**src/rtl/stereo_mixer_with_agc_defines.svh**
```systemverilog
// Assertion macros for the stereo mixer with gain control.
`ifndef STEREO_MIXER_WITH_AGC_DEFINES_SVH
`define STEREO_MIXER_WITH_AGC_DEFINES_SVH
`ifndef ASSERT_OFF
`define SMA_ASSERT(label, clk, rst, prop) \
  label: assert property (@(posedge clk) disable iff (rst) (prop)) \
    else $error("mixer assertion failed");
`define SMA_ASSERT_ALWAYS(label, clk, prop) \
  label: assert property (@(posedge clk) (prop)) \
    else $error("mixer assertion failed");
`else
`define SMA_ASSERT(label, clk, rst, prop)
`define SMA_ASSERT_ALWAYS(label, clk, prop)
`endif
`endif

```
**src/rtl/smagc_pkg.sv**
```systemverilog
`timescale 1ns / 1ps
package smagc_pkg;

  localparam int SMP_W   = 16;
  localparam int MAX_CH  = 8;
  localparam int SV_W    = 25;
  localparam int PROD_W  = 34;
  localparam int SUM_W   = 37;
  localparam int MIX_W   = 20;
  localparam int PEAK_W  = 19;
  localparam int GAIN_W  = 17;
  localparam int QUO_W   = 16;
  localparam int IDX_W   = 8;

  localparam logic [GAIN_W-1:0] GAIN_ONE = 17'd65536;
  localparam logic [PEAK_W-1:0] NUM_HI   = 19'd32767;

  localparam logic [IDX_W-1:0] REG_VOLUMES = 8'd0;
  localparam logic [IDX_W-1:0] REG_PAN_LO  = 8'd1;
  localparam logic [IDX_W-1:0] REG_PAN_HI  = 8'd2;
  localparam logic [IDX_W-1:0] REG_MUTE    = 8'd3;
  localparam logic [IDX_W-1:0] REG_MASTER  = 8'd4;
  localparam logic [IDX_W-1:0] REG_AGC     = 8'd5;

  typedef struct packed {
    logic signed [15:0] chan0_sample;
    logic signed [15:0] chan1_sample;
    logic signed [15:0] chan2_sample;
    logic signed [15:0] chan3_sample;
    logic signed [15:0] chan4_sample;
    logic signed [15:0] chan5_sample;
    logic signed [15:0] chan6_sample;
    logic signed [15:0] chan7_sample;
  } in_item_t;

  typedef struct packed {
    logic signed [15:0] left_out;
    logic signed [15:0] right_out;
    logic [16:0]        gain_now;
    logic               over_range;
  } out_item_t;

  typedef struct packed {
    logic [7:0] vol;
    logic [8:0] pan;
    logic       mute;
  } lane_cfg_t;

  typedef struct packed {
    logic busy;
    logic done;
  } div_stat_t;

endpackage

```
**src/rtl/smagc_div.sv**
```systemverilog
`timescale 1ns / 1ps
// Restoring divide of 32767*2^16 by the peak, one quotient bit per cycle.
// Quotient fits 16 bits since the divisor is above 32767.
module smagc_div (
  input  logic                              clk,
  input  logic                              rst,
  input  logic                              start,
  input  logic [smagc_pkg::PEAK_W-1:0]      divisor,
  output smagc_pkg::div_stat_t              stat,
  output logic [smagc_pkg::QUO_W-1:0]       quotient
);

  localparam int CNT_W = $clog2(smagc_pkg::QUO_W + 1);

  logic [smagc_pkg::PEAK_W:0]   rem;
  logic [smagc_pkg::PEAK_W-1:0] dvs;
  logic [CNT_W-1:0]             cnt;
  logic                         busy;
  logic                         done;
  logic [smagc_pkg::PEAK_W+1:0] trial;

  assign trial = {rem, 1'b0} - {2'b00, dvs};

  always_ff @(posedge clk) begin
    if (rst) begin
      busy <= 1'b0;
      done <= 1'b0;
      cnt  <= '0;
    end else begin
      done <= 1'b0;
      if (start) begin
        busy <= 1'b1;
        cnt  <= CNT_W'(smagc_pkg::QUO_W);
      end else if (busy) begin
        cnt <= cnt - 1'b1;
        if (cnt == CNT_W'(1)) begin
          busy <= 1'b0;
          done <= 1'b1;
        end
      end
    end
  end

  always_ff @(posedge clk) begin
    if (start) begin
      rem      <= {1'b0, smagc_pkg::NUM_HI};
      dvs      <= divisor;
      quotient <= '0;
    end else if (busy) begin
      if (!trial[smagc_pkg::PEAK_W+1]) begin
        rem      <= trial[smagc_pkg::PEAK_W:0];
        quotient <= {quotient[smagc_pkg::QUO_W-2:0], 1'b1};
      end else begin
        rem      <= {rem[smagc_pkg::PEAK_W-1:0], 1'b0};
        quotient <= {quotient[smagc_pkg::QUO_W-2:0], 1'b0};
      end
    end
  end

  assign stat.busy = busy;
  assign stat.done = done;

endmodule
```
**config.mk**
```make
export PLATFORM = sky130hd
export DESIGN_NAME = smagc_div
export DESIGN_NICKNAME = d
export VERILOG_FILES = /design/src/rtl/stereo_mixer_with_agc_defines.svh /design/src/rtl/smagc_pkg.sv /design/src/rtl/smagc_div.sv
export SDC_FILE = /design/constraint.sdc
export NUM_CORES = 1
export LEC_CHECK = 0
export ABC_AREA = 1
export ABC_CLOCK_PERIOD_IN_PS = 5000
export BUFFER_PORTS_ARGS = -buffer_cell sky130_fd_sc_hd__clkbuf_2
export CAP_MARGIN = 20
export CORE_MARGIN = 4
export CORE_UTILIZATION = 55
export CTS_CLUSTER_DIAMETER = 80
export CTS_CLUSTER_SIZE = 20
export DETAILED_ROUTE_END_ITERATION = 7
export PLACE_DENSITY = 0.86
export RECOVER_POWER = 50
export SLEW_MARGIN = 20
export SYNTH_ARGS = -nofsm -noshare
export SYNTH_HDL_FRONTEND = slang
export SYNTH_SLANG_ARGS = --single-unit
export TNS_END_PERCENT = 50
```
**constraint.sdc**
```tcl
create_clock -name clk -period 5 [get_ports clk]
set_clock_uncertainty 0.2 [all_clocks]
set_input_delay 1 -clock clk [delete_from_list [all_inputs] [get_ports clk]]
set_output_delay 1 -clock clk [all_outputs]
set_load 0.01 [all_outputs]
```
; ---- Word level (Yosys, flattened, before mapping)
; Cells that the tools add are included.
[word_totals]
ff_bits = 62
inputBits = 22
out_inout_bits = 18
word_cells = 22
[classes]
add_sub_neg = 2
eq_ne = 1
muxes = 8
bitwise = 1
reduce_logical = 3
[op_table]
columns = cell, count
row1 = $sub 21x19->21, 1
row2 = $mux 20, 1
row3 = $mux 5, 2
row4 = $eq 5x1->1 const B, 1
row5 = $mux 1, 5
row6 = $sub 5x1->5 const B, 1
row7 = $reduce_or 3->1, 1
row8 = $reduce_bool 2->1, 1
row9 = $reduce_or 2->1, 1
row10 = $not 1->1, 1

; ---- Depth between registers and ports, before layout
; Gate-level depths: netlist of run 1.
[logic_depth]
ltp_word = 4
mapped_depth = 17
mapped_depth_nobuf = 16

; ---- Least setup slack after synthesis of run 1
; Ideal clock, no wire load.
[synth_timing]
kind = reg-to-reg
from = reg rem[0] (netlist name)
to = reg rem[7] (netlist name)
setup_ns = 0.117
t_arrival_ns = 1.850
required_ns = 4.683
slack_ns = 2.833
stages_incl_launch_ff = 14
n_path_buf = 1
synth_period_minus_slack_ns = 2.167
path_cell_list = dfxtp_1 > inv_1 > fa_1 > inv_1 > nand3_1 > nand3_1 > nand3_2 > nand3_2 > nand2_4 > nand2_4 > buf_6 > nand2_1 > o211ai_2 > nand2_1
[synth_via]
elab_chain_len = 2
[synth_rtl]
columns = element, line
row1 = start: declaration, smagc_div.sv:15  ; logic [smagc_pkg::PEAK_W:0] rem;
row2 = start signal: assignment, smagc_div.sv:46  ; rem <= {1'b0, smagc_pkg::NUM_HI};
row3 = start signal: assignment, smagc_div.sv:51  ; rem <= trial[smagc_pkg::PEAK_W:0];
row4 = start signal: assignment, smagc_div.sv:54  ; rem <= {rem[smagc_pkg::PEAK_W-1:0], 1'b0};
row5 = $sub 21x19->21, smagc_div.sv:22  ; assign trial = {rem, 1'b0} - {2'b00, dvs};
row6 = $mux 20, smagc_div.sv:50  ; if (!trial[smagc_pkg::PEAK_W+1]) begin
; Every way passes these cells.
; A chain may end at the register's enable or synchronous reset.

==> results of run 1 <==
Yosys cell counts:
cell type    n  area (um^2)
nand4_2      1         12.5
and2_1       1         6.26
nand2_1    143          537
a31oi_1      1         6.26
buf_6        3         33.8
ha_1        20          250
or2_1        1         6.26
buf_2        1         5.00
or2_0        1         6.26
inv_2        4         15.0
buf_1        2         7.51
o211ai_2     8          100
xnor2_1      5         43.8
a211oi_1     1         7.51
edfxtp_1    19          571
nand2_2      4         25.0
a21oi_1     31          155
xor2_1       4         35.0
nand3_1     21          105
buf_4        2         15.0
o21ai_1      6         30.0
dfxtp_1     43          861
o21ai_0     21          105
o21ai_2      1         8.76
or2_2        1         6.26
and3_1       1         6.26
nand4_1      5         31.3
nand3b_1     2         15.0
inv_1       72          270
o21bai_1     1         7.51
a21oi_2      6         52.6
nand3_2      7         70.1
nand2_4      2         22.5
nor3_1       5         25.0
clkbuf_1     8         30.0
fa_1         1         20.0
nor2_2       2         12.5
nor2_1      66          248
flip-flops by register name, summed over array words and instances (netlist names):
register / flops
done: 1
busy: 1
dvs: 19
rem: 20
quotient: 16
cnt: 5
cell usage in the layout, fill, tap and decap left out, types with 4 or more instances in the layout:
cell type  instances
edfxtp_1          19
nor3_1             5
ha_1              20
xnor2_1            5
clkbuf_2          27
clkbuf_8           9
o211ai_2           8
clkbuf_16          4
dfxtp_1           43
o21ai_0           21
nand4_1            5
inv_1             72
clkbuf_1          12
nand3_2            7
inv_2              4
o21ai_1            6
nand2_2            4
a21oi_1           31
nand2_1          143
nor2_1            66
nand3_1           21
xor2_1             4
a21oi_2            6
per-stage QoR:
step                instances  area [um^2]   util
finish                    641         4230  0.652
CTS                       641         4250  0.654
floorplan                 523         3760      -
detailed placement        625         4000  0.616
global placement          624         3970  0.612
global route              641         4230  0.652
kinds of logic after synthesis:
| logic type | share of synthesized area |
|---|---|
| compound gates | 0.126 |
| fa+ha+maj | 0.0718 |
| flops | 0.380 |
| buf+inv | 0.100 |
| simple gates | 0.301 |
| xor+xnor | 0.0209 |
worst max path at each step:
stage	start	endpoint	slack, ns	depth (start not counted)
2_1_floorplan	rem[0]$_SDFFE_PP1P_	rem[7]$_SDFFE_PP1P_	2.83	13
3_3_place_gp	start	quotient[1]$_SDFFE_PP0P_	2.29	4
3_5_place_dp	start	quotient[10]$_SDFFE_PP0P_	2.20	4
4_1_cts	rem[0]$_SDFFE_PP1P_	rem[12]$_SDFFE_PP1P_	2.37	11
5_1_grt	start	quotient[5]$_SDFFE_PP0P_	1.17	4
6_report	start	quotient[10]$_SDFFE_PP0P_	1.51	4
final cells by class:
type                            instances  area (um^2)  area share
Sequential cell                        62         1430       0.338
Multi-Input combinational cell        369         1960       0.462
Clock buffer                           13          224      0.0529
Inverter                               76          285      0.0674
Clock inverter                          3         23.8     0.00562
Timing Repair Buffer                   41          215      0.0508
Tap cell                               77         96.3      0.0228
worst max-delay path, stage by stage:
cell	delay (ns)
clkbuf_1	1.50
inv_1	0.68
o21ai_0	0.26
nor2_1	0.07
report_power, final:
part           switching (mW)  internal, mW  total (mW)  leakage (nW)
registers              0.0353         0.566       0.601         0.541
clock network           0.205         0.304       0.508         0.127
logic                   0.345         0.185       0.530          1.41
total                   0.585          1.05        1.64          2.08
layer usage:
layer	part of all wire	vias up	track usage
li1	-	1738	-
met2	0.49	72	0.343
met1	0.44	1591	0.239
met5	0	-	0
met4	0.016	0	0.0753
met3	0.047	12	0.0567
==> metrics.csv, run 1 <==
metric,value,unit
status,"finished, violations left",
failing checks,"max-capacitance violations, max-slew violations",
gpl congestion,0.919,
H-Tree Depth,3,
Final Max Tran Viols,43,
power per cell area,387,nW/um^2
Critical Path AT,3.53,ns
flop2flop setup slack,2.36,ns
Crit. End Element,register,
post_cts resized,0,
via/cell ratio,5.32,
crit share post-route,0.699,
share of cells above drive strength 1,0.144,
count of cell types in the netlist,38,
Startpoint Class,primary input,
final hold violations,0,
setup ws final,1.51,ns
"Max FO, Critical Path",42,
syn_nets,566,
ANT cells,0,
initial antenna violation count,0,
max_slew headroom,-0.429,
DRT Pass-1 Iters,4,
cells after synthesis,523,
largest net degree at the start of global routing,43,
global-route wire length before repair,13.7,mm
RSZ-0062 raised after global routing,false,
Yosys warnings,0,
Fmax achieved,286,MHz
CTS root buf,clkbuf_8,
Port Buffers,39,
r2r startpoint,rem[0]$_SDFFE_PP1P_,
io pins,40,
post-synthesis to final-layout area growth,12.4,%
Leakage,2.08,nW
DRC viols,0,
WHS Path Cells,2,
final-report setup violation count,0,
Hold Path End,cnt[4]$_SDFFE_PP0P_,
Max Root-Sink Buffers,2,
Syn Std Cell Area,3760,um^2
Critical Path RT,5.04,ns
clock sinks,62,
DIE WIDTH,90.7,um
Post-DP HPWL,5.81,mm
Tot Pwr,1.64,mW
worst hold start,cnt[4]$_SDFFE_PP0P_,
Tmin final,3.49,ns
syn avg cell area,7.20,um^2
vias in the first global route,3199,
WL/cell,12.6,um
Slew @ Worst Pin,2.14,ns
CTS tree,yes,
Crit Path Class,primary input to register,
GRT Util Overall,0.201,
# hold bufs at CTS,0,
grt total ovfl,0,
vias post-DR,3413,
setup TNS,0,ns
Setup Buffers After CTS,0,
Num CTS Buffers,9,
#FFs+latches synth,62,
Chip Height,90.7,um
die area,8230,um^2
Max-Cap Viols,1,
row count,29,
Max VDD drop,0.277,mV
Final nets,602,
"Seq/Total Area, Yosys",0.380,
final hold slack,0.282,ns
final WL,8.07,mm
Post-Place Worst Slack,2.20,ns
reg2reg path depth,12,
antenna-violating nets left,0,
Layout fillers,535,
Initial Utilization,0.580,
clock-pin slew on the worst setup and hold paths,0.07,ns
worst skew pair latency,0.34,ns
reg-to-reg endpoint,rem[18]$_SDFFE_PP0P_,
Core Region,6490,um^2
worst hold path class,register to register,
1st-iter DRT viols,181,
No activity file was read; power rests on OpenSTA's default activity.
==> inputs of run 2 (changes only) <==
Settings changed: ABC_CLOCK_PERIOD_IN_PS 5000 to 3000, CORE_UTILIZATION 55 to 53, PLACE_DENSITY 0.86 to 0.87.
Clock period 5 ns to 3 ns, I/O delays scaled along.
==> run 2 against run 1 <==
  * The run now ends clean
  * Hold slack got worse by 0.061 ns
  * Die area rose by 3.4%
  * Non-clock buffer count rose by 1
  * Design area fell by 1.2%
  * First-iteration DRC count rose by 33%
  * Flip-flop and latch count did not move
  * Utilization fell by 3.9 points
  * Total power rose by 56%
  * Critical path type is now register to register
  * Critical endpoint is now rem[12]$_SDFFE_PP1P_
  * Largest power group unchanged
==> metrics.csv, run 2 (synthesized netlist as in run 1, its figures left out) <==
metric,value,unit,change
status,finished clean,,
setup ws final,0.392,ns,-1.11 ns
io pins,40,,unchanged
placed instance count,645,,+3.2%
DRC viols,0,,unchanged
row count,30,,+3.4%
clock sinks,62,,unchanged
ANT cells,0,,unchanged
Max VDD drop,0.381,mV,+38%
"Max FO, Critical Path",33,,-21%
Core Region,6830,um^2,+5.2%
worst hold start,divisor[4],,
Fmax achieved,383,MHz,
post_cts resized,0,,unchanged
WHS Path Cells,1,,-1
clock-pin slew on the worst setup and hold paths,0.08,ns,about the same
"commonest non-fill, non-tap cell in the layout",nand2_1,,
"Slowest-stage cell, CP",fa_1,,
Tmin final,2.61,ns,
largest net degree at the start of global routing,42,,-2.3%
final-report setup violation count,0,,unchanged
Tot Pwr,2.56,mW,+56%
via/cell ratio,5.11,,-4.0%
"Largest delay share family, worst path",simple AND/OR/NAND/NOR gates,,
Critical Path RT,3.04,ns,-2.00 ns
final WL,7.99,mm,-0.97%
setup TNS,0,ns,unchanged
Port Buffers,39,,unchanged
largest registers,"rem: 20 flops, dvs: 19 flops, quotient: 16 flops",,
power per cell area,612,nW/um^2,+58%
Initial Utilization,0.551,,-0.0286
CTS tree,yes,,
Max-Cap Viols,0,,-1
"Largest stage delay, worst path",0.47,ns,-1.03 ns
Critical Path AT,2.65,ns,-0.88 ns
DRT Pass-1 Iters,4,,unchanged
Slew @ Worst Pin,1.08,ns,-1.06 ns
DIE WIDTH,92.3,um,+1.7%
Leakage,2.08,nW,-0.32%
WL/cell,12.1,um,-4.0%
GRT Util Overall,0.203,,+0.00182
post-synthesis to final-layout area growth,11.1,%,
share of cells above drive strength 1,0.161,,+0.0174
CTS root buf,clkbuf_8,,
final hold violations,0,,unchanged
Crit path buffers/inverters,2,,unchanged
# hold bufs at CTS,0,,unchanged
vias in the first global route,3255,,+1.8%
Post-Place Worst Slack,0.447,ns,-1.75 ns
Num CTS Buffers,9,,unchanged
global-route wire length before repair,14.0,mm,+2.7%
RSZ-0062 raised after global routing,false,,
Setup Buffers After CTS,0,,unchanged
reg2reg path depth,11,,-1
Final nets,603,,+0.17%
Crit. End Element,register,,
highest-count cells in the layout ignoring fill and taps,"nand2_1, inv_1, nor2_1, dfxtp_1, clkbuf_2",,
worst hold path class,primary input to register,,
placed cell area,4010,um^2,+0.28%
Crit Path Class,register to register,,
Layout fillers,604,,+13%
flop2flop setup slack,0.39,ns,-1.97 ns
vias post-DR,3378,,-1.0%
max_slew headroom,0.279,,+0.708
initial antenna violation count,0,,unchanged
worst-path cell chain,inv_1 -> fa_1 -> inv_1 -> nand3_1 -> nand3_1 -> nand3_2 -> nand4_2 -> nand2_4 -> or2_0 -> nand3_1 -> nand2_1,,
Max Root-Sink Buffers,2,,unchanged
Final Max Tran Viols,0,,-100%
Startpoint Class,register,,
Chip Height,92.3,um,+1.7%
r2r startpoint,rem[0]$_SDFFE_PP1P_,,
1st-iter DRT viols,241,,+33%
gpl congestion,0.957,,+4.1%
Storage cell area,1430,um^2,unchanged
worst skew pair latency,0.35,ns,about the same
reg-to-reg endpoint,rem[12]$_SDFFE_PP1P_,,
Post-DP HPWL,5.88,mm,+1.3%
multi-input combinational cell area,1960,um^2,unchanged
antenna-violating nets left,0,,unchanged
design area,4180,um^2,-1.2%
final cell count without fillers,661,,+3.1%
Reg with most FFs,rem,,
max FFs per register,20,,unchanged
die area,8520,um^2,+3.4%
H-Tree Depth,3,,unchanged
Hold Path End,dvs[4]$_DFFE_PP_,,
grt total ovfl,0,,unchanged
crit share post-route,0.869,,
"most used cell, CP",nand3_1,,
worst setup path startpoint,rem[0]$_SDFFE_PP1P_,,
run 2: cell types whose count changed in the layout (fill, tap and decap cells not counted), sizes merged:
cell    change
clkbuf      -3
inv         +3
clkinv      +1
run 2: power by group:
| group | internal (mW) | switching (mW) | leakage, nW |
|---|---|---|---|
| clock | 0.311 | 0.371 | 0.0953 |
| sequential | 0.942 | 0.0552 | 0.541 |
| combinational | 0.307 | 0.576 | 1.44 |
run 2: stage by stage:
| step | utilization | hold WS (ns) |
|---|---|---|
| floorplan | - | 0.242 |
| global placement | 0.587 | 0.255 |
| detailed placement | 0.587 | 0.275 |
| CTS | 0.613 | 0.205 |
| global route | 0.612 | 0.204 |
| finish | 0.612 | 0.221 |
run 2: worst max-delay path by stage:
stage | cells past startpoint | slack (ns) | to
6_report | 11 | 0.39 | rem[12]$_SDFFE_PP1P_
5_1_grt | 11 | 0.25 | rem[12]$_SDFFE_PP1P_
4_1_cts | 11 | 0.42 | rem[12]$_SDFFE_PP1P_
3_5_place_dp | 11 | 0.45 | rem[12]$_SDFFE_PP1P_
3_3_place_gp | 11 | 0.52 | rem[12]$_SDFFE_PP1P_
2_1_floorplan | 13 | 0.83 | rem[7]$_SDFFE_PP1P_
run 2: final cells by class:
| type | count | area share |
|---|---|---|
| clock buffer | 9 | 0.0296 |
| clock inverter | 7 | 0.0132 |
| inverter | 76 | 0.0682 |
| multi-input combinational | 369 | 0.468 |
| sequential | 62 | 0.342 |
| tap | 96 | 0.0287 |
| timing repair buffer | 42 | 0.0505 |
run 2: routing by layer:
metal  up-vias  wire [um]  global-route usage
li1       1735          -                   -
met1      1541       3540               0.241
met2        82       3800               0.342
met3        20        482              0.0550
met4         0        174              0.0879
met5         -          0                   0
==> inputs of run 3 (changes only) <==
--- a/config.mk
+++ b/config.mk
@@ -7,3 +7,3 @@
 export LEC_CHECK = 0
-export ABC_AREA = 1
+export ABC_AREA = 0
 export ABC_CLOCK_PERIOD_IN_PS = 3000
--- a/constraint.sdc
+++ b/constraint.sdc
@@ -4,2 +4,2 @@
 set_output_delay 0.6 -clock clk [all_outputs]
-set_load 0.01 [all_outputs]
+set_load 0.02 [all_outputs]
==> run 3 against run 2 <==
  * Wire length decreased by 3.4%
  * Flip-flop and latch count did not move
  * Count of clock-buffer cells in the layout is 5 higher
  * Setup slack lost 0.23 ns
  * Maximum frequency down 8.0%
  * Register-to-register slack got worse by 0.23 ns
  * Clock power increased by 14%
  * Design area is 6.1% lower
  * Critical endpoint is now rem[15]$_SDFFE_PP0P_
==> metrics.csv, run 3 <==
metric,value,unit,change
via/cell ratio,6.00,,+17%
WL/cell,16.0,um,+32%
Slew @ Worst Pin,1.16,ns,+0.0747 ns
share of the synthesized area in the top cell type,0.252,,+0.0234
highest-count cells in the layout ignoring fill and taps,"dfxtp_1, clkbuf_2, nor2_1, a21oi_1",,
clock sinks,62,,unchanged
Syn Std Cell Area,3420,um^2,-9.3%
"Max FO, Critical Path",6,,-82%
ANT cells,0,,unchanged
Max Root-Sink Buffers,2,,unchanged
clock-pin slew on the worst setup and hold paths,0.07,ns,about the same
final-report setup violation count,0,,unchanged
share of cells above drive strength 1,0.199,,+0.0380
simple logic cell fraction of the synthesized area,0.147,,-0.155
Post-synth EDFFs,19,,unchanged
clock power share,0.283,,+0.017
placed instance count,463,,-28%
r2r startpoint,dvs[0]$_DFFE_PP_,,
mux contribution to synthesized area,0.0586,,+0.0586
CTS tree,yes,,
grt total ovfl,0,,unchanged
Startpoint Class,register,,
cells after synthesis,358,,-32%
Internal,1.80,mW,+15%
final WL,7.72,mm,-3.4%
DRC viols,0,,unchanged
Critical Path RT,3.04,ns,about the same
Comb pwr share,0.355,,+0.010
"Seq/Total Area, Yosys",0.419,,+0.0389
largest family of logic cells by synthesized area,compound AO/OA/AOI/OAI gates,,
Port Buffers,39,,unchanged
syn avg cell area,9.54,um^2,+33%
worst hold path class,primary input to register,,
design area,3930,um^2,-6.1%
syn_nets,401,,-29%
worst hold start,divisor[14],,
power per cell area,700,nW/um^2,+14%
crit share post-route,0.945,,+0.0753
post-synthesis xor/xnor area fraction,0.0560,,+0.0351
vias post-DR,2893,,-14%
largest net degree at the start of global routing,55,,+31%
Critical Path AT,2.87,ns,+0.22 ns
1st-iter DRT viols,274,,+14%
Flop pwr share,0.363,,-0.026
largest registers,"rem: 20 flops, dvs: 19 flops, quotient: 16 flops",,
max FFs per register,20,,unchanged
Chip Height,88.3,um,-4.3%
max_slew headroom,0.229,,-0.0498
initial antenna violation count,0,,unchanged
Crit Path Class,register to register,,
vias in the first global route,2652,,-19%
Core Region,6100,um^2,-11%
Crit. End Element,register,,
Final Max Tran Viols,0,,unchanged
Max VDD drop,0.482,mV,+27%
global-route wire length before repair,12.5,mm,-11%
die area,7790,um^2,-8.5%
Leakage,1.65,nW,-21%
antenna-violating nets left,0,,unchanged
final hold slack,0.224,ns,+0.00371 ns
gpl congestion,0.878,,-8.3%
count of cell types in the netlist,59,,+55%
worst skew pair latency,0.35,ns,about the same
worst setup path startpoint,dvs[0]$_DFFE_PP_,,
H-Tree Depth,3,,unchanged
sw frac,0.345,,-0.0464
Tmin final,2.83,ns,+0.226 ns
final hold violations,0,,unchanged
DIE WIDTH,88.3,um,-4.3%
GRT Util Overall,0.208,,+0.00542
top_reg_cell synth,dfxtp_1,,
setup TNS,0,ns,unchanged
status,finished clean,,
Final nets,445,,-26%
Reg with most FFs,rem,,
Fmax achieved,353,MHz,-8.0%
Post-synth ARST share,0,,unchanged
io pins,40,,unchanged
placed cell area,3690,um^2,-7.9%
Post-DP HPWL,5.06,mm,-14%
"count leader, synth",dfxtp_1,,
switching pwr,0.947,mW,-5.4%
Synth area leaders,"dfxtp_1, edfxtp_1, ha_1",,
DRT Pass-1 Iters,5,,+1
Yosys warnings,0,,unchanged
Synth area leader,dfxtp_1,,
CTS root buf,clkbuf_8,,
#FFs+latches synth,62,,unchanged
# hold bufs at CTS,0,,unchanged
Num CTS Buffers,9,,unchanged
Max-Cap Viols,0,,unchanged
RSZ-0062 raised after global routing,false,,
Synth Area in Adders,0.0791,,+0.00734
post-synthesis to final-layout area growth,15.0,%,
final cell count without fillers,482,,-27%
row count,28,,-6.7%
"commonest non-fill, non-tap cell in the layout",dfxtp_1,,
Synth top cells by count,"dfxtp_1, nor2_1, a21oi_1, inv_1, nand2_1",,
post-synthesis compound-gate area fraction,0.182,,+0.0561
Initial Utilization,0.560,,+0.00925
[run 3: logic make-up (layout without fill, tap and decap cells)]
logic type	after synthesis	in the layout
compound gates	82	82
mux	20	20
buf+inv	46	95
flops	62	62
xor+xnor	21	21
fa+ha+maj	21	21
simple gates	106	106
[run 3: critical path: stages, from the launching register on]
cell      delay, ns
edfxtp_1       0.44
fa_1           0.44
nand2b_1       0.18
a21oi_2        0.14
a211oi_2       0.08
o31ai_4        0.26
a31oi_4        0.17
xnor2_4        0.19
buf_4          0.17
and3_1         0.14
a311o_1        0.30
[run 3: through the flow]
step | total power, mW | util | worst slack [ns]
finish | 2.75 | 0.644 | 0.166
global route | 2.89 | 0.644 | 0.00902
CTS | 2.68 | 0.641 | 0.176
detailed placement | 1.90 | 0.606 | 0.186
global placement | 1.88 | 0.606 | 0.261
floorplan | 1.71 | - | 0.353
[run 3: per-layer routing]
layer	GRT usage	vias to the layer above	share of wire	wire length, um
li1	-	1397	-	-
met1	0.266	1372	0.42	3250
met5	0	-	0	0
met4	0.0948	0	0.018	141
met2	0.334	106	0.49	3820
met3	0.0503	18	0.066	510
[run 3: what timing repair did]
| action | in CTS | in global routing |
|---|---|---|
| gates resized for setup | 0 | 3 |
| endpoints found under the setup margin | 0 | 4 |
| setup buffers | 0 | 2 |
[run 3: final cells by class]
class / instances / area [um^2]
clock buffers: 14 / 205
clock inverters: 2 / 10.0
fillers: 507 / 2170
inverters: 27 / 101
multi-input cells: 250 / 1790
flip-flops and latches: 62 / 1430
well taps: 75 / 93.8
repair buffers: 52 / 292
[run 3: final timing paths]
kind / to / slack (ns) / depth (start not counted)
worst max register to register: rem[15]$_SDFFE_PP0P_ / 0.17 / 10
worst max-delay path: rem[15]$_SDFFE_PP0P_ / 0.17 / 10
worst min register to register: rem[12]$_SDFFE_PP1P_ / 0.31 / 2
worst min-delay path: dvs[14]$_DFFE_PP_ / 0.22 / 1
[run 3: power by group through the flow]
stage | Sequential (mW) | Clock (mW) | Combinational [mW]
2_1_floorplan | 1.00 | 0 | 0.714
3_3_place_gp | 1.01 | 0 | 0.868
3_5_place_dp | 1.01 | 0 | 0.893
4_1_cts | 0.994 | 0.783 | 0.905
5_1_grt | 1.00 | 0.828 | 1.06
6_report | 0.997 | 0.777 | 0.975
