==> config.mk <==
export PLATFORM = sky130hd
export DESIGN_NAME = smagc_lane
export DESIGN_NICKNAME = d
export VERILOG_FILES = /design/src/rtl/stereo_mixer_with_agc_defines.svh /design/src/rtl/smagc_pkg.sv /design/src/rtl/smagc_lane.sv
export SDC_FILE = /design/constraint.sdc
export NUM_CORES = 1
export LEC_CHECK = 0
export BUFFER_PORTS_ARGS = -buffer_cell sky130_fd_sc_hd__buf_2
export CELL_PAD_IN_SITES_DETAIL_PLACEMENT = 0
export CELL_PAD_IN_SITES_GLOBAL_PLACEMENT = 1
export CORE_ASPECT_RATIO = 0.9
export CORE_MARGIN = 5
export CORE_UTILIZATION = 51
export DETAILED_ROUTE_END_ITERATION = 10
export PLACE_DENSITY_LB_ADDON = 0.2
export SLEW_MARGIN = 20
export SYNTH_ARGS = -nofsm -noshare
export SYNTH_HDL_FRONTEND = slang
export SYNTH_SLANG_ARGS = --single-unit
==> constraint.sdc <==
create_clock -name clk -period 7 [get_ports clk]
set_clock_uncertainty 0.05 [all_clocks]
set_input_delay 0.35 -clock clk [delete_from_list [all_inputs] [get_ports clk]]
set_output_delay 0.35 -clock clk [all_outputs]
set_load 0.005 [all_outputs]
==> src/rtl/stereo_mixer_with_agc_defines.svh <==
// Assertion macros for the stereo mixer with gain control.
`ifndef STEREO_MIXER_WITH_AGC_DEFINES_SVH
`define STEREO_MIXER_WITH_AGC_DEFINES_SVH
`ifndef ASSERT_OFF
`define SMA_ASSERT(label, clk, rst, prop) \
  label: assert property (@(posedge clk) disable iff (rst) (prop)) \
    else $error("mixer assertion failed");
`define SMA_ASSERT_ALWAYS(label, clk, prop) \
  label: assert property (@(posedge clk) (prop)) \
    else $error("mixer assertion failed");
`else
`define SMA_ASSERT(label, clk, rst, prop)
`define SMA_ASSERT_ALWAYS(label, clk, prop)
`endif
`endif

==> src/rtl/smagc_pkg.sv <==
`timescale 1ns / 1ps
package smagc_pkg;

  localparam int SMP_W   = 16;
  localparam int MAX_CH  = 8;
  localparam int SV_W    = 25;
  localparam int PROD_W  = 34;
  localparam int SUM_W   = 37;
  localparam int MIX_W   = 20;
  localparam int PEAK_W  = 19;
  localparam int GAIN_W  = 17;
  localparam int QUO_W   = 16;
  localparam int IDX_W   = 8;

  localparam logic [GAIN_W-1:0] GAIN_ONE = 17'd65536;
  localparam logic [PEAK_W-1:0] NUM_HI   = 19'd32767;

  localparam logic [IDX_W-1:0] REG_VOLUMES = 8'd0;
  localparam logic [IDX_W-1:0] REG_PAN_LO  = 8'd1;
  localparam logic [IDX_W-1:0] REG_PAN_HI  = 8'd2;
  localparam logic [IDX_W-1:0] REG_MUTE    = 8'd3;
  localparam logic [IDX_W-1:0] REG_MASTER  = 8'd4;
  localparam logic [IDX_W-1:0] REG_AGC     = 8'd5;

  typedef struct packed {
    logic signed [15:0] chan0_sample;
    logic signed [15:0] chan1_sample;
    logic signed [15:0] chan2_sample;
    logic signed [15:0] chan3_sample;
    logic signed [15:0] chan4_sample;
    logic signed [15:0] chan5_sample;
    logic signed [15:0] chan6_sample;
    logic signed [15:0] chan7_sample;
  } in_item_t;

  typedef struct packed {
    logic signed [15:0] left_out;
    logic signed [15:0] right_out;
    logic [16:0]        gain_now;
    logic               over_range;
  } out_item_t;

  typedef struct packed {
    logic [7:0] vol;
    logic [8:0] pan;
    logic       mute;
  } lane_cfg_t;

  typedef struct packed {
    logic busy;
    logic done;
  } div_stat_t;

endpackage

==> src/rtl/smagc_lane.sv <==
`timescale 1ns / 1ps
// One channel: volume, then pan weights for both sides. Two register stages.
module smagc_lane (
  input  logic                               clk,
  input  logic signed [smagc_pkg::SMP_W-1:0] sample,
  input  smagc_pkg::lane_cfg_t               cfg,
  output logic signed [smagc_pkg::PROD_W-1:0] prod_l,
  output logic signed [smagc_pkg::PROD_W-1:0] prod_r
);

  logic [7:0]              vol_sat;
  logic signed [8:0]       pan_sat;
  logic signed [8:0]       wl;
  logic signed [8:0]       wr;
  logic signed [smagc_pkg::SV_W-1:0] sv;
  logic signed [8:0]       wl_q;
  logic signed [8:0]       wr_q;

  always_comb begin
    vol_sat = (cfg.vol > 8'd128) ? 8'd128 : cfg.vol;
    if ($signed(cfg.pan) > 9'sd128) begin
      pan_sat = 9'sd128;
    end else if ($signed(cfg.pan) < -9'sd128) begin
      pan_sat = -9'sd128;
    end else begin
      pan_sat = $signed(cfg.pan);
    end
    if (pan_sat <= 9'sd0) begin
      wl = 9'sd128;
      wr = 9'sd128 + pan_sat;
    end else begin
      wl = 9'sd128 - pan_sat;
      wr = 9'sd128;
    end
  end

  always_ff @(posedge clk) begin
    if (cfg.mute) begin
      sv <= '0;
    end else begin
      sv <= sample * $signed({1'b0, vol_sat});
    end
    wl_q   <= wl;
    wr_q   <= wr;
    prod_l <= sv * wl_q;
    prod_r <= sv * wr_q;
  end

endmodule

# Yosys cells after proc, flatten, opt, wreduce, memory -nomap -nowiden
# Cells that the tools add are included.
# Widths: inputs -> output; s select.
[classes]
add_sub_neg = 2
n_mul = 3
order_cmp = 4
mux = 3
[ops]
columns = ["op", "n"]
rows = [
  ["$mul 25x9->34", 2],
  ["$mul 16x9->25", 1],
  ["$mux 9", 2],
  ["$add 9x9->9 const A", 1],
  ["$gt 9x9->1 const B", 1],
  ["$le 9x1->1 const B", 1],
  ["$lt 9x8->1 const B", 1],
  ["$sub 9x9->9 const A", 1],
  ["$gt 8x8->1 const B", 1],
  ["$mux 8", 1],
]
[word_totals]
ff_bits = 111
wordCells = 17

# Longest topological paths before layout
# Gate-level depths: netlist of run 1.
[depth]
word_depth = 4
depth_mapped = 21
mapped_depth_nobuf = 20

# Least setup slack after synthesis of run 1
# No wires, ideal clock.
[synth_timing]
path_kind = "flip-flop to flip-flop"
start = "reg wl_q[0]"
end = "reg prod_l[33] in the netlist's numbering"
arrival_time_ns = 5.369
t_required_ns = 6.878
setup_slack_ns = 1.509
stages_incl_launch_ff = 22
n_path_buf = 2
period_less_slack_ns = 5.491
path_cell_list = "dfxtp_1 -> clkbuf_1 -> clkbuf_1 -> nand2_1 -> fa_1 -> fa_1 -> inv_1 -> ha_1 -> inv_1 -> fa_1 -> inv_1 -> ha_1 -> ha_1 -> fa_1 -> a211oi_1 -> o21bai_1 -> o211ai_1 -> a21oi_1 -> o41ai_1 -> o21ai_1 -> o221ai_1 -> xnor2_1"
[synth_between]
elab_chain_len = 1
[synth_rtl]
columns = ["item", "line", "source"]
rows = [
  ["start: declaration", "smagc_lane.sv:16", "logic signed [8:0] wl_q;"],
  ["start signal: assignment", "smagc_lane.sv:43", "wl_q <= wl;"],
  ["$mul 25x9->34", "smagc_lane.sv:45", "prod_l <= sv * wl_q;"],
  ["end signal: assignment", "smagc_lane.sv:45", ""],
  ["end: declaration", "smagc_lane.sv:7", "output logic signed [smagc_pkg::PROD_W-1:0] prod_l,"],
]
# No other way between the ends.
# A chain may end at the register's enable or synchronous reset.

# Worst setup path in the final report of run 1
[layout_timing]
start = "reg wl_q[3]"
end = "reg prod_l[33] in the netlist's numbering"
# Same word-level chain as after synthesis.

==> results of run 1 <==
[power by group]
| part | internal [mW] | total (mW) | switching (mW) |
|---|---|---|---|
| Combinational | 2.47 | 5.68 | 3.21 |
| Sequential | 0.907 | 1.19 | 0.281 |
| Clock | 0.255 | 0.552 | 0.297 |
[cells by family after synthesis]
group	count (synthesis)	share of synthesized area, %
and+or+nand+nor	797	18.0
adders and majority gates	657	52.7
buffers and inverters	580	9.79
AOI/OAI and AO/OA	206	6.16
DFF	111	9.99
xor gates and xnor gates	81	3.19
muxes	3	0.146
other	1	0.0169
[worst max-delay path, stage by stage, from the launching register on]
cell                       delay, ns
sky130_fd_sc_hd__dfxtp_1        1.01
sky130_fd_sc_hd__and2_1         0.27
sky130_fd_sc_hd__fa_1           0.40
sky130_fd_sc_hd__inv_1          0.09
sky130_fd_sc_hd__fa_1           0.39
sky130_fd_sc_hd__inv_1          0.09
sky130_fd_sc_hd__fa_1           0.42
sky130_fd_sc_hd__fa_1           0.51
sky130_fd_sc_hd__fa_1           0.41
sky130_fd_sc_hd__ha_1           0.33
sky130_fd_sc_hd__o21ai_0        0.17
sky130_fd_sc_hd__o21bai_1       0.14
sky130_fd_sc_hd__o211ai_1       0.40
sky130_fd_sc_hd__a21oi_1        0.21
sky130_fd_sc_hd__o41ai_1        0.78
sky130_fd_sc_hd__o21ai_1        0.28
sky130_fd_sc_hd__o221ai_1       0.28
sky130_fd_sc_hd__xnor2_1        0.15
[worst paths after layout]
path / from / end / slack (ns) / depth (start not counted)
max: wl_q[3] / prod_l[33] / 0.53 / 17
min: cfg[9] / wl_q[6] / 0.17 / 2
max reg2reg: wl_q[3] / prod_l[33] / 0.53 / 17
min reg2reg: wl_q[0] / prod_l[0] / 0.71 / 1
[sequential cells by signal, indices dropped and copies added, names as in the netlist]
register	flops
prod_l	34
wl_q	9
prod_r	34
wr_q	9
sv	25
[synthesized netlist by cell type (all sizes together) (3+ instances only)]
| library cell | instances | area share [%] |
|---|---|---|
| a211o | 3 | 0.12 |
| a211oi | 12 | 0.40 |
| a21o | 25 | 0.85 |
| a21oi | 62 | 1.4 |
| a311oi | 3 | 0.15 |
| a31oi | 8 | 0.22 |
| and2 | 299 | 8.4 |
| and3 | 9 | 0.25 |
| clkbuf | 86 | 1.5 |
| dfxtp | 111 | 10 |
| fa | 466 | 42 |
| ha | 191 | 11 |
| inv | 494 | 8.3 |
| nand2 | 287 | 4.8 |
| nand2b | 23 | 0.65 |
| nand3 | 14 | 0.31 |
| nand4 | 5 | 0.14 |
| nor2 | 93 | 1.6 |
| nor2b | 26 | 0.73 |
| nor3 | 20 | 0.45 |
| nor3b | 4 | 0.13 |
| nor4 | 4 | 0.11 |
| o211ai | 6 | 0.22 |
| o21a | 11 | 0.37 |
| o21ai | 36 | 0.83 |
| o21bai | 14 | 0.47 |
| o31ai | 7 | 0.24 |
| or3 | 3 | 0.084 |
| or4 | 3 | 0.10 |
| xnor2 | 57 | 2.2 |
| xor2 | 24 | 0.94 |
[layer usage]
| layer | up-vias | wire [µm] |
|---|---|---|
| li1 | 7430 | - |
| met3 | 42 | 1900 |
| met1 | 8170 | 21200 |
| met2 | 276 | 24200 |
| met5 | - | 0 |
| met4 | 0 | 652 |
[cell type report]
type / count / area share [%]
inverter: 494 / 7.84
sequential: 111 / 9.41
multi-input combinational: 1745 / 75.5
clock buffer: 9 / 0.953
tap: 555 / 2.94
clock inverter: 7 / 0.323
timing repair buffer: 130 / 3.05
[per-stage QoR]
step                cell area, µm²  utilization [%]  hold WS, ns  std cells  setup slack (ns)
CTS                          23600             54.9        0.131       3051             0.346
global route                 23600             54.9        0.159       3051             0.179
global placement             23300             54.2        0.551       3035             0.613
floorplan                    22200                -        0.372       2436              1.51
finish                       23600             54.9        0.167       3051             0.531
detailed placement           23300             54.2        0.555       3035             0.383
==> impl_metrics.xml, run 1 <==
<?xml version="1.0" encoding="UTF-8"?>
<metrics>
  <group name="power">
    <metric name="design_power_total" unit="mW">7.42</metric>
    <metric name="leakagePower" unit="nW">12.4</metric>
    <metric name="ir_worst_vdd" unit="mV">0.301</metric>
    <metric name="power_density" unit="nW/µm²">314</metric>
  </group>
  <group name="yosys">
    <metric name="synth.cell_area" unit="µm²">22200</metric>
    <metric name="synth_cell_type_count" unit="">61</metric>
    <metric name="synth_cells" unit="">2436</metric>
    <metric name="average_footprint_of_a_synthesized_cell" unit="µm²">9.13</metric>
    <metric name="ys_ff_latch" unit="">111</metric>
    <metric name="synth-edff-count" unit="">0</metric>
    <metric name="net_count_synth" unit="">3128</metric>
    <metric name="most_instantiated_flip_flop_cell_in_the_synthesis_netlist" unit="">sky130_fd_sc_hd__dfxtp_1</metric>
    <metric name="synth-seq-area-share" unit="%">9.99</metric>
    <metric name="synthArstFlopShare" unit="%">0</metric>
    <metric name="yosys_warnings" unit="">0</metric>
  </group>
  <group name="timing">
    <metric name="tns" unit="ns">0</metric>
    <metric name="post-route-period-util" unit="%">92.4</metric>
    <metric name="worstMarginPinSlew" unit="ns">1.04</metric>
    <metric name="maxSlewHeadroom" unit="%">30.4</metric>
    <metric name="hold_viol" unit="">0</metric>
    <metric name="timing.final.max_slew_violations" unit="">0</metric>
    <metric name="post-route-min-period" unit="ns">6.47</metric>
    <metric name="finalSetupViolCount" unit="">0</metric>
    <metric name="grt_setup_unrepaired" unit="">no</metric>
    <metric name="fmax" unit="GHz">0.155</metric>
  </group>
  <group name="final_layout">
    <metric name="final_layout_size_suffix_gt1_share" unit="%">6.45</metric>
    <metric name="regArea" unit="µm²">2220</metric>
    <metric name="multiInputGateArea" unit="µm²">17800</metric>
    <metric name="number_of_filler_instances_in_the_final_layout" unit="">3986</metric>
    <metric name="finalNetCount" unit="">3183</metric>
    <metric name="areaGrowthSynthToFinish" unit="%">6.28</metric>
    <metric name="antennaDiodeCount" unit="">0</metric>
    <metric name="final_common_cell" unit="">sky130_fd_sc_hd__inv_1</metric>
    <metric name="final_cell_mix" unit="">sky130_fd_sc_hd__inv_1, sky130_fd_sc_hd__fa_1, sky130_fd_sc_hd__and2_1, sky130_fd_sc_hd__nand2_1, sky130_fd_sc_hd__ha_1</metric>
  </group>
  <group name="floorplanning">
    <metric name="top_level_ports" unit="">103</metric>
    <metric name="design.die.area" unit="µm²">47900</metric>
    <metric name="floorplan.die.width" unit="µm">230</metric>
    <metric name="initial_standard_cell_utilization_of_the_core" unit="%">51.7</metric>
    <metric name="core-area" unit="µm²">43100</metric>
    <metric name="placement_rows" unit="">72</metric>
    <metric name="chipHeight" unit="µm">208</metric>
  </group>
  <group name="global_route">
    <metric name="groute.layer.met1.usage" unit="%">29.1</metric>
    <metric name="grt-ovfl-total" unit="">0</metric>
    <metric name="grt_start_max_net_pins" unit="">32</metric>
    <metric name="grt_first_pass_wirelength" unit="µm">84900</metric>
    <metric name="antenna_violations_before_repair" unit="">0</metric>
    <metric name="grtUsageMet2" unit="%">38.0</metric>
    <metric name="grt_use_met3" unit="%">2.45</metric>
    <metric name="overall_track_demand_over_capacity_in_global_routing" unit="%">21.5</metric>
    <metric name="number_of_global_route_vias_before_repair" unit="">17278</metric>
    <metric name="grt.busiest_layer" unit="">met2</metric>
  </group>
  <group name="placement">
    <metric name="place.gp.congestion" unit="">0.831</metric>
    <metric name="place.detailed.hpwl" unit="µm">38900</metric>
    <metric name="place.port_buffers" unit="">102</metric>
  </group>
  <group name="hold_path">
    <metric name="hold_class" unit="">input pin to register</metric>
  </group>
  <group name="cts">
    <metric name="h-tree-depth" unit="">3</metric>
    <metric name="number_of_buffers_added_by_the_clock_tree_synthesis_step" unit="">9</metric>
    <metric name="cts_tree" unit="">yes</metric>
    <metric name="post_cts_hold_buffer_count" unit="">0</metric>
    <metric name="clock_sink_count" unit="">111</metric>
    <metric name="cts_max_path_buffers" unit="">2</metric>
    <metric name="post_cts_setup_inserts" unit="">0</metric>
    <metric name="clk_pin_slew_worst_paths" unit="ns">0.08</metric>
    <metric name="worst_skew_pair.late_latency" unit="ns">0.40</metric>
    <metric name="cts.repair.resized" unit="">0</metric>
    <metric name="root_buffer" unit="">sky130_fd_sc_hd__clkbuf_16</metric>
  </group>
  <group name="routing">
    <metric name="drt_drc_violations_left" unit="">0</metric>
    <metric name="drt_pass_1_iters" unit="">5</metric>
    <metric name="final_antenna_net_count" unit="">0</metric>
    <metric name="drt_first_iter_violations" unit="">796</metric>
    <metric name="num_vias" unit="">15918</metric>
    <metric name="wl_per_cell" unit="µm">15.7</metric>
    <metric name="avgViaCountPerCell" unit="">5.22</metric>
    <metric name="wirelength" unit="µm">47900</metric>
  </group>
  <group name="run_status">
    <metric name="outcome" unit="">finished clean</metric>
  </group>
  <group name="setup_path">
    <metric name="worst_setup_path_start_kind" unit="">register</metric>
    <metric name="worst_setup_path_end_kind" unit="">register</metric>
    <metric name="critical_path_peak_fanout" unit="">25</metric>
    <metric name="worst_ep_arrival_time" unit="ns">6.74</metric>
    <metric name="path_class" unit="">register to register</metric>
    <metric name="cp_data_required_time" unit="ns">7.27</metric>
  </group>
  <group name="flow_run">
    <metric name="cap_viol_max_count" unit="">0</metric>
  </group>
</metrics>
No activity file was read; power rests on OpenSTA's default activity.
==> run 2, diff against run 1 <==
CELL_PAD_IN_SITES_DETAIL_PLACEMENT = 1   (was 0)
CELL_PAD_IN_SITES_GLOBAL_PLACEMENT = 2   (was 1)
CORE_UTILIZATION = 41   (was 51)
==> run 2 against run 1 <==
- sequential cell count is the same
- via count up 0.65%
- first-iteration DRC count is 22% lower
- hold slack got worse by 0.026 ns
- global-route usage fell by 2.1 points
- fmax up 3.1%
- worst setup slack improved by 0.20 ns
- critical path depth up 2
- final cell count rose by 5.4%
- largest cell class unchanged
- largest power group unchanged
- highest routed layer unchanged
==> impl_metrics.xml, run 2 (synthesis results as in run 1) <==
<?xml version="1.0" encoding="UTF-8"?>
<metrics>
  <group name="setup_path">
    <metric name="timing.rr.start" unit="">wr_q[0]</metric>
    <metric name="worst_setup_path_end_kind" unit="">register</metric>
    <metric name="worst_setup_path_startpoint" unit="">wr_q[0]</metric>
    <metric name="cp_data_required_time" unit="ns">7.24</metric>
    <metric name="path_class" unit="">register to register</metric>
    <metric name="critical_path_peak_fanout" unit="">25</metric>
    <metric name="worst_ep_arrival_time" unit="ns">6.51</metric>
    <metric name="worst_setup_path_start_kind" unit="">register</metric>
  </group>
  <group name="final_layout">
    <metric name="fin_cells" unit="">3217</metric>
    <metric name="final_common_cell" unit="">sky130_fd_sc_hd__inv_1</metric>
    <metric name="final_cell_mix" unit="">sky130_fd_sc_hd__inv_1, sky130_fd_sc_hd__fa_1, sky130_fd_sc_hd__and2_1, sky130_fd_sc_hd__nand2_1, sky130_fd_sc_hd__ha_1</metric>
    <metric name="reg.largest.list" unit="">prod_l x34, prod_r x34, sv x25</metric>
    <metric name="finalNetCount" unit="">3199</metric>
    <metric name="areaGrowthSynthToFinish" unit="%">7.75</metric>
    <metric name="final_layout_size_suffix_gt1_share" unit="%">6.97</metric>
    <metric name="antennaDiodeCount" unit="">0</metric>
    <metric name="utilization" unit="%">44.4</metric>
    <metric name="design_area" unit="µm²">24000</metric>
  </group>
  <group name="cts">
    <metric name="cts_max_path_buffers" unit="">2</metric>
    <metric name="number_of_buffers_added_by_the_clock_tree_synthesis_step" unit="">9</metric>
    <metric name="post_cts_setup_inserts" unit="">0</metric>
    <metric name="worst_skew_pair.late_latency" unit="ns">0.41</metric>
    <metric name="cts.repair.resized" unit="">0</metric>
    <metric name="root_buffer" unit="">sky130_fd_sc_hd__clkbuf_16</metric>
    <metric name="clock_sink_count" unit="">111</metric>
    <metric name="h-tree-depth" unit="">3</metric>
    <metric name="cts_tree" unit="">yes</metric>
    <metric name="clk_pin_slew_worst_paths" unit="ns">0.10</metric>
    <metric name="post_cts_hold_buffer_count" unit="">0</metric>
  </group>
  <group name="global_route">
    <metric name="overall_track_demand_over_capacity_in_global_routing" unit="%">19.4</metric>
    <metric name="number_of_global_route_vias_before_repair" unit="">18172</metric>
    <metric name="antenna_violations_before_repair" unit="">1</metric>
    <metric name="grt-ovfl-total" unit="">0</metric>
    <metric name="grt_first_pass_wirelength" unit="µm">93400</metric>
    <metric name="grt_start_max_net_pins" unit="">32</metric>
  </group>
  <group name="floorplanning">
    <metric name="design.die.area" unit="µm²">59000</metric>
    <metric name="placement_rows" unit="">81</metric>
    <metric name="core-area" unit="µm²">54000</metric>
    <metric name="chipHeight" unit="µm">231</metric>
    <metric name="top_level_ports" unit="">103</metric>
    <metric name="initial_standard_cell_utilization_of_the_core" unit="%">41.2</metric>
    <metric name="floorplan.die.width" unit="µm">256</metric>
  </group>
  <group name="routing">
    <metric name="final_antenna_net_count" unit="">0</metric>
    <metric name="num_vias" unit="">16022</metric>
    <metric name="wl_per_cell" unit="µm">17.2</metric>
    <metric name="avgViaCountPerCell" unit="">4.98</metric>
    <metric name="wirelength" unit="µm">55400</metric>
    <metric name="drt_drc_violations_left" unit="">0</metric>
    <metric name="drt_first_iter_violations" unit="">617</metric>
    <metric name="drt_pass_1_iters" unit="">4</metric>
  </group>
  <group name="power">
    <metric name="power_density" unit="nW/µm²">321</metric>
    <metric name="ir_worst_vdd" unit="mV">0.162</metric>
    <metric name="leakagePower" unit="nW">12.4</metric>
    <metric name="design_power_total" unit="mW">7.69</metric>
  </group>
  <group name="placement">
    <metric name="place.gp.congestion" unit="">0.805</metric>
    <metric name="dpl-instance-area" unit="µm²">23600</metric>
    <metric name="place.port_buffers" unit="">102</metric>
    <metric name="numPlacedInstances" unit="">3201</metric>
    <metric name="place.detailed.hpwl" unit="µm">46000</metric>
  </group>
  <group name="hold_path">
    <metric name="hold_class" unit="">input pin to register</metric>
    <metric name="min-delay-start" unit="">cfg[9]</metric>
  </group>
  <group name="timing">
    <metric name="grt_setup_unrepaired" unit="">no</metric>
    <metric name="tns" unit="ns">0</metric>
    <metric name="worstMarginPinSlew" unit="ns">1.12</metric>
    <metric name="fmax" unit="GHz">0.159</metric>
    <metric name="post-route-period-util" unit="%">89.6</metric>
    <metric name="timing.final.max_slew_violations" unit="">0</metric>
    <metric name="post-route-min-period" unit="ns">6.27</metric>
    <metric name="maxSlewHeadroom" unit="%">24.9</metric>
    <metric name="hold_viol" unit="">0</metric>
    <metric name="finalSetupViolCount" unit="">0</metric>
  </group>
  <group name="flow_run">
    <metric name="cap_viol_max_count" unit="">0</metric>
  </group>
  <group name="run_status">
    <metric name="outcome" unit="">finished clean</metric>
  </group>
</metrics>
## run 2: changes by cell type in the layout (fill, tap and decap cells not counted), sizes merged
cell      previous run  this run
clkinvlp             1         0
buf                130       146
clkinv               3         2
inv                497       499
## run 2: stage by stage
stage | hold WS (ns) | setup slack, ns
final | 0.141 | 0.728
after CTS | 0.102 | 0.715
after global routing | 0.117 | 0.299
after floorplan | 0.372 | 1.51
after detailed placement | 0.546 | 0.725
after global placement | 0.533 | 0.911
## run 2: metal layers
| metal | part of all wire, % | vias up | GRT usage (%) |
|---|---|---|---|
| met5 | 0 | - | 0 |
| li1 | - | 7453 | - |
| met4 | 1.5 | 0 | 4.01 |
| met2 | 51 | 165 | 34.9 |
| met3 | 2.1 | 39 | 1.95 |
| met1 | 45 | 8365 | 25.5 |
## run 2: path summary, 6_finish.rpt
check / slack [ns] / endpoint / depth (start not counted)
setup / recovery: 0.73 / prod_r[29] / 19
hold / removal: 0.14 / wl_q[6] / 2
setup reg to reg: 0.73 / prod_r[29] / 19
hold reg to reg: 0.56 / prod_l[0] / 1
## run 2: cell type report
| cell class | count | area [µm²] |
|---|---|---|
| Sequential cell | 111 | 2220 |
| Timing Repair Buffer | 146 | 841 |
| Fill cell | 6236 | 30000 |
| Clock buffer | 9 | 225 |
| Tap cell | 705 | 882 |
| Clock inverter | 7 | 98.8 |
| Multi-Input combinational cell | 1745 | 17800 |
| Inverter | 494 | 1850 |
## run 2: worst max-delay path: stages, from the launching register on
cell,delay [ns]
sky130_fd_sc_hd__dfxtp_1,0.96
sky130_fd_sc_hd__nand2_1,0.20
sky130_fd_sc_hd__fa_1,0.50
sky130_fd_sc_hd__fa_1,0.55
sky130_fd_sc_hd__inv_1,0.04
sky130_fd_sc_hd__ha_1,0.26
sky130_fd_sc_hd__inv_1,0.05
sky130_fd_sc_hd__fa_1,0.47
sky130_fd_sc_hd__inv_1,0.04
sky130_fd_sc_hd__ha_1,0.27
sky130_fd_sc_hd__ha_1,0.24
sky130_fd_sc_hd__fa_1,0.47
sky130_fd_sc_hd__a21oi_1,0.19
sky130_fd_sc_hd__o21ai_0,0.18
sky130_fd_sc_hd__o31a_1,0.34
sky130_fd_sc_hd__a311oi_2,0.48
sky130_fd_sc_hd__o311ai_1,0.28
sky130_fd_sc_hd__a31oi_1,0.30
sky130_fd_sc_hd__o21bai_1,0.11
sky130_fd_sc_hd__xor2_1,0.15
## run 2: where the power goes
group / internal (mW) / switching (mW)
clock: 0.265 / 0.325
combinational: 2.55 / 3.41
sequential: 0.906 / 0.240
total: 3.72 / 3.98
==> run 3, diff against run 2 <==
RECOVER_POWER = 50   (was unset)
==> run 3 against run 2 <==
- sequential power hardly changed
- sequential share of layout area hardly changed
- first-iteration DRC count is 5.2% lower
- routed wire length is 0.12% lower
- design area is 0.22% lower
- fmax hardly changed
- register-to-register slack hardly changed
- die area stayed put
- critical endpoint unchanged
- largest cell class unchanged
- critical path depth stayed put
- total power is 0.26% lower
- global-route usage stayed put
- non-clock buffer count stayed put
==> impl_metrics.xml, run 3 (synthesis results as in run 1) <==
<?xml version="1.0" encoding="UTF-8"?>
<metrics>
  <group name="run_status">
    <metric name="outcome" unit="">finished clean</metric>
  </group>
  <group name="timing">
    <metric name="worstMarginPinSlew" unit="ns">1.32</metric>
    <metric name="finalSetupViolCount" unit="">0</metric>
    <metric name="fmax" unit="GHz">0.160</metric>
    <metric name="timing.final.max_slew_violations" unit="">0</metric>
    <metric name="grt_setup_unrepaired" unit="">no</metric>
    <metric name="post-route-worst-setup-slack" unit="ns">0.732</metric>
    <metric name="hold_viol" unit="">0</metric>
    <metric name="post-route-min-period" unit="ns">6.27</metric>
    <metric name="post-route-period-util" unit="%">89.5</metric>
    <metric name="maxSlewHeadroom" unit="%">12.1</metric>
    <metric name="tns" unit="ns">0</metric>
  </group>
  <group name="cts">
    <metric name="post_cts_hold_buffer_count" unit="">0</metric>
    <metric name="clk_pin_slew_worst_paths" unit="ns">0.10</metric>
    <metric name="root_buffer" unit="">sky130_fd_sc_hd__clkbuf_16</metric>
    <metric name="worst_skew_pair.late_latency" unit="ns">0.41</metric>
    <metric name="post_cts_setup_inserts" unit="">0</metric>
    <metric name="clock_sink_count" unit="">111</metric>
    <metric name="h-tree-depth" unit="">3</metric>
    <metric name="cts_max_path_buffers" unit="">2</metric>
    <metric name="number_of_buffers_added_by_the_clock_tree_synthesis_step" unit="">9</metric>
    <metric name="cts_tree" unit="">yes</metric>
    <metric name="cts.repair.resized" unit="">0</metric>
  </group>
  <group name="setup_path">
    <metric name="r2r_slack" unit="ns">0.73</metric>
    <metric name="path_class" unit="">register to register</metric>
    <metric name="timing.critical_path.slowest_stage_cell" unit="">sky130_fd_sc_hd__dfxtp_1</metric>
    <metric name="worst_setup_path_end_kind" unit="">register</metric>
    <metric name="critical_path.most_common_cell" unit="">sky130_fd_sc_hd__fa_1</metric>
    <metric name="timing.critical_path.slowest_cell_delay" unit="ns">1.02</metric>
    <metric name="worst_ep_arrival_time" unit="ns">6.51</metric>
    <metric name="worst_setup_path_start_kind" unit="">register</metric>
    <metric name="worstPathCellList" unit="">nand2_1 &gt; fa_1 &gt; fa_1 &gt; inv_1 &gt; ha_1 &gt; inv_1 &gt; fa_1 &gt; inv_1 &gt; ha_1 &gt; ha_1 &gt; fa_1 &gt; a21oi_1 &gt; o21ai_0 &gt; o31a_1 &gt; a311oi_2 &gt; o311ai_1 &gt; a31oi_1 &gt; o21bai_1 &gt; xor2_1</metric>
    <metric name="critical_path_peak_fanout" unit="">25</metric>
    <metric name="cp_data_required_time" unit="ns">7.24</metric>
  </group>
  <group name="hold_path">
    <metric name="hold_class" unit="">input pin to register</metric>
  </group>
  <group name="placement">
    <metric name="place.detailed.hpwl" unit="µm">46000</metric>
    <metric name="dpl-instance-area" unit="µm²">23600</metric>
    <metric name="place.port_buffers" unit="">102</metric>
    <metric name="place.gp.congestion" unit="">0.805</metric>
    <metric name="place_worst_setup_slack" unit="ns">0.725</metric>
  </group>
  <group name="floorplanning">
    <metric name="placement_rows" unit="">81</metric>
    <metric name="floorplan.die.width" unit="µm">256</metric>
    <metric name="top_level_ports" unit="">103</metric>
    <metric name="core-area" unit="µm²">54000</metric>
    <metric name="initial_standard_cell_utilization_of_the_core" unit="%">41.2</metric>
    <metric name="chipHeight" unit="µm">231</metric>
    <metric name="design.die.area" unit="µm²">59000</metric>
  </group>
  <group name="routing">
    <metric name="wl_per_cell" unit="µm">17.2</metric>
    <metric name="avgViaCountPerCell" unit="">4.97</metric>
    <metric name="drt_drc_violations_left" unit="">0</metric>
    <metric name="drt_pass_1_iters" unit="">5</metric>
    <metric name="drt_first_iter_violations" unit="">585</metric>
    <metric name="final_antenna_net_count" unit="">0</metric>
    <metric name="wirelength" unit="µm">55400</metric>
    <metric name="num_vias" unit="">15988</metric>
  </group>
  <group name="power">
    <metric name="power_density" unit="nW/µm²">321</metric>
    <metric name="leakagePower" unit="nW">12.3</metric>
    <metric name="design_power_total" unit="mW">7.67</metric>
    <metric name="ir_worst_vdd" unit="mV">0.161</metric>
  </group>
  <group name="global_route">
    <metric name="overall_track_demand_over_capacity_in_global_routing" unit="%">19.4</metric>
    <metric name="grt-ovfl-total" unit="">0</metric>
    <metric name="grt_first_pass_wirelength" unit="µm">93400</metric>
    <metric name="antenna_violations_before_repair" unit="">1</metric>
    <metric name="number_of_global_route_vias_before_repair" unit="">18172</metric>
    <metric name="grt_start_max_net_pins" unit="">32</metric>
  </group>
  <group name="final_layout">
    <metric name="finalNetCount" unit="">3199</metric>
    <metric name="design_area" unit="µm²">23900</metric>
    <metric name="reg.largest.list" unit="">prod_l x34, prod_r x34, sv x25</metric>
    <metric name="final_common_cell" unit="">sky130_fd_sc_hd__inv_1</metric>
    <metric name="areaGrowthSynthToFinish" unit="%">7.51</metric>
    <metric name="final_layout_size_suffix_gt1_share" unit="%">5.45</metric>
    <metric name="antennaDiodeCount" unit="">0</metric>
    <metric name="final_cell_mix" unit="">sky130_fd_sc_hd__inv_1, sky130_fd_sc_hd__fa_1, sky130_fd_sc_hd__and2_1, sky130_fd_sc_hd__nand2_1, sky130_fd_sc_hd__ha_1</metric>
  </group>
  <group name="flow_run">
    <metric name="cap_viol_max_count" unit="">0</metric>
  </group>
</metrics>
## run 3: area by class of cell
class | instances | area [µm²]
multi-input cells | 1745 | 17800
fillers | 6242 | 30100
well taps | 705 | 882
repair buffers | 146 | 788
inverters | 494 | 1850
flip-flops and latches | 111 | 2220
clock inverters | 7 | 98.8
clock buffers | 9 | 225
## run 3: layer usage
layer | routed length [µm] | vias up | track usage, %
met2 | 28300 | 161 | 34.9
met4 | 846 | 0 | 4.01
met3 | 1130 | 39 | 1.95
met5 | 0 | - | 0
li1 | - | 7450 | -
met1 | 25000 | 8338 | 25.5
## run 3: final timing paths
kind              cells after the start     from          to
hold reg to reg                       1  wl_q[0]   prod_l[0]
setup / recovery                     19  wr_q[1]  prod_r[29]
setup reg to reg                     19  wr_q[1]  prod_r[29]
hold / removal                        2   cfg[6]     wr_q[5]
## run 3: critical path, delay by kind of cell, from the launching register on
kind | cells | cell delay [ns]
compound gates | 7 | 1.85
flops | 1 | 1.02
xor+xnor | 1 | 0.15
buf+inv | 3 | 0.13
simple gates | 1 | 0.17
fa+ha+maj | 7 | 2.74
## run 3: power breakdown
group / internal, mW / leakage (nW) / switching (mW)
Clock: 0.265 / 0.156 / 0.324
Sequential: 0.906 / 0.926 / 0.242
Combinational: 2.53 / 11.2 / 3.41
Total: 3.70 / 12.3 / 3.97
## run 3: per-stage QoR
step | cells | hold slack (ns) | utilization [%]
CTS | 3217 | 0.102 | 44.4
global placement | 3201 | 0.533 | 43.8
floorplan | 2436 | 0.372 | -
global route | 3217 | 0.151 | 44.3
finish | 3217 | 0.147 | 44.3
detailed placement | 3201 | 0.546 | 43.8
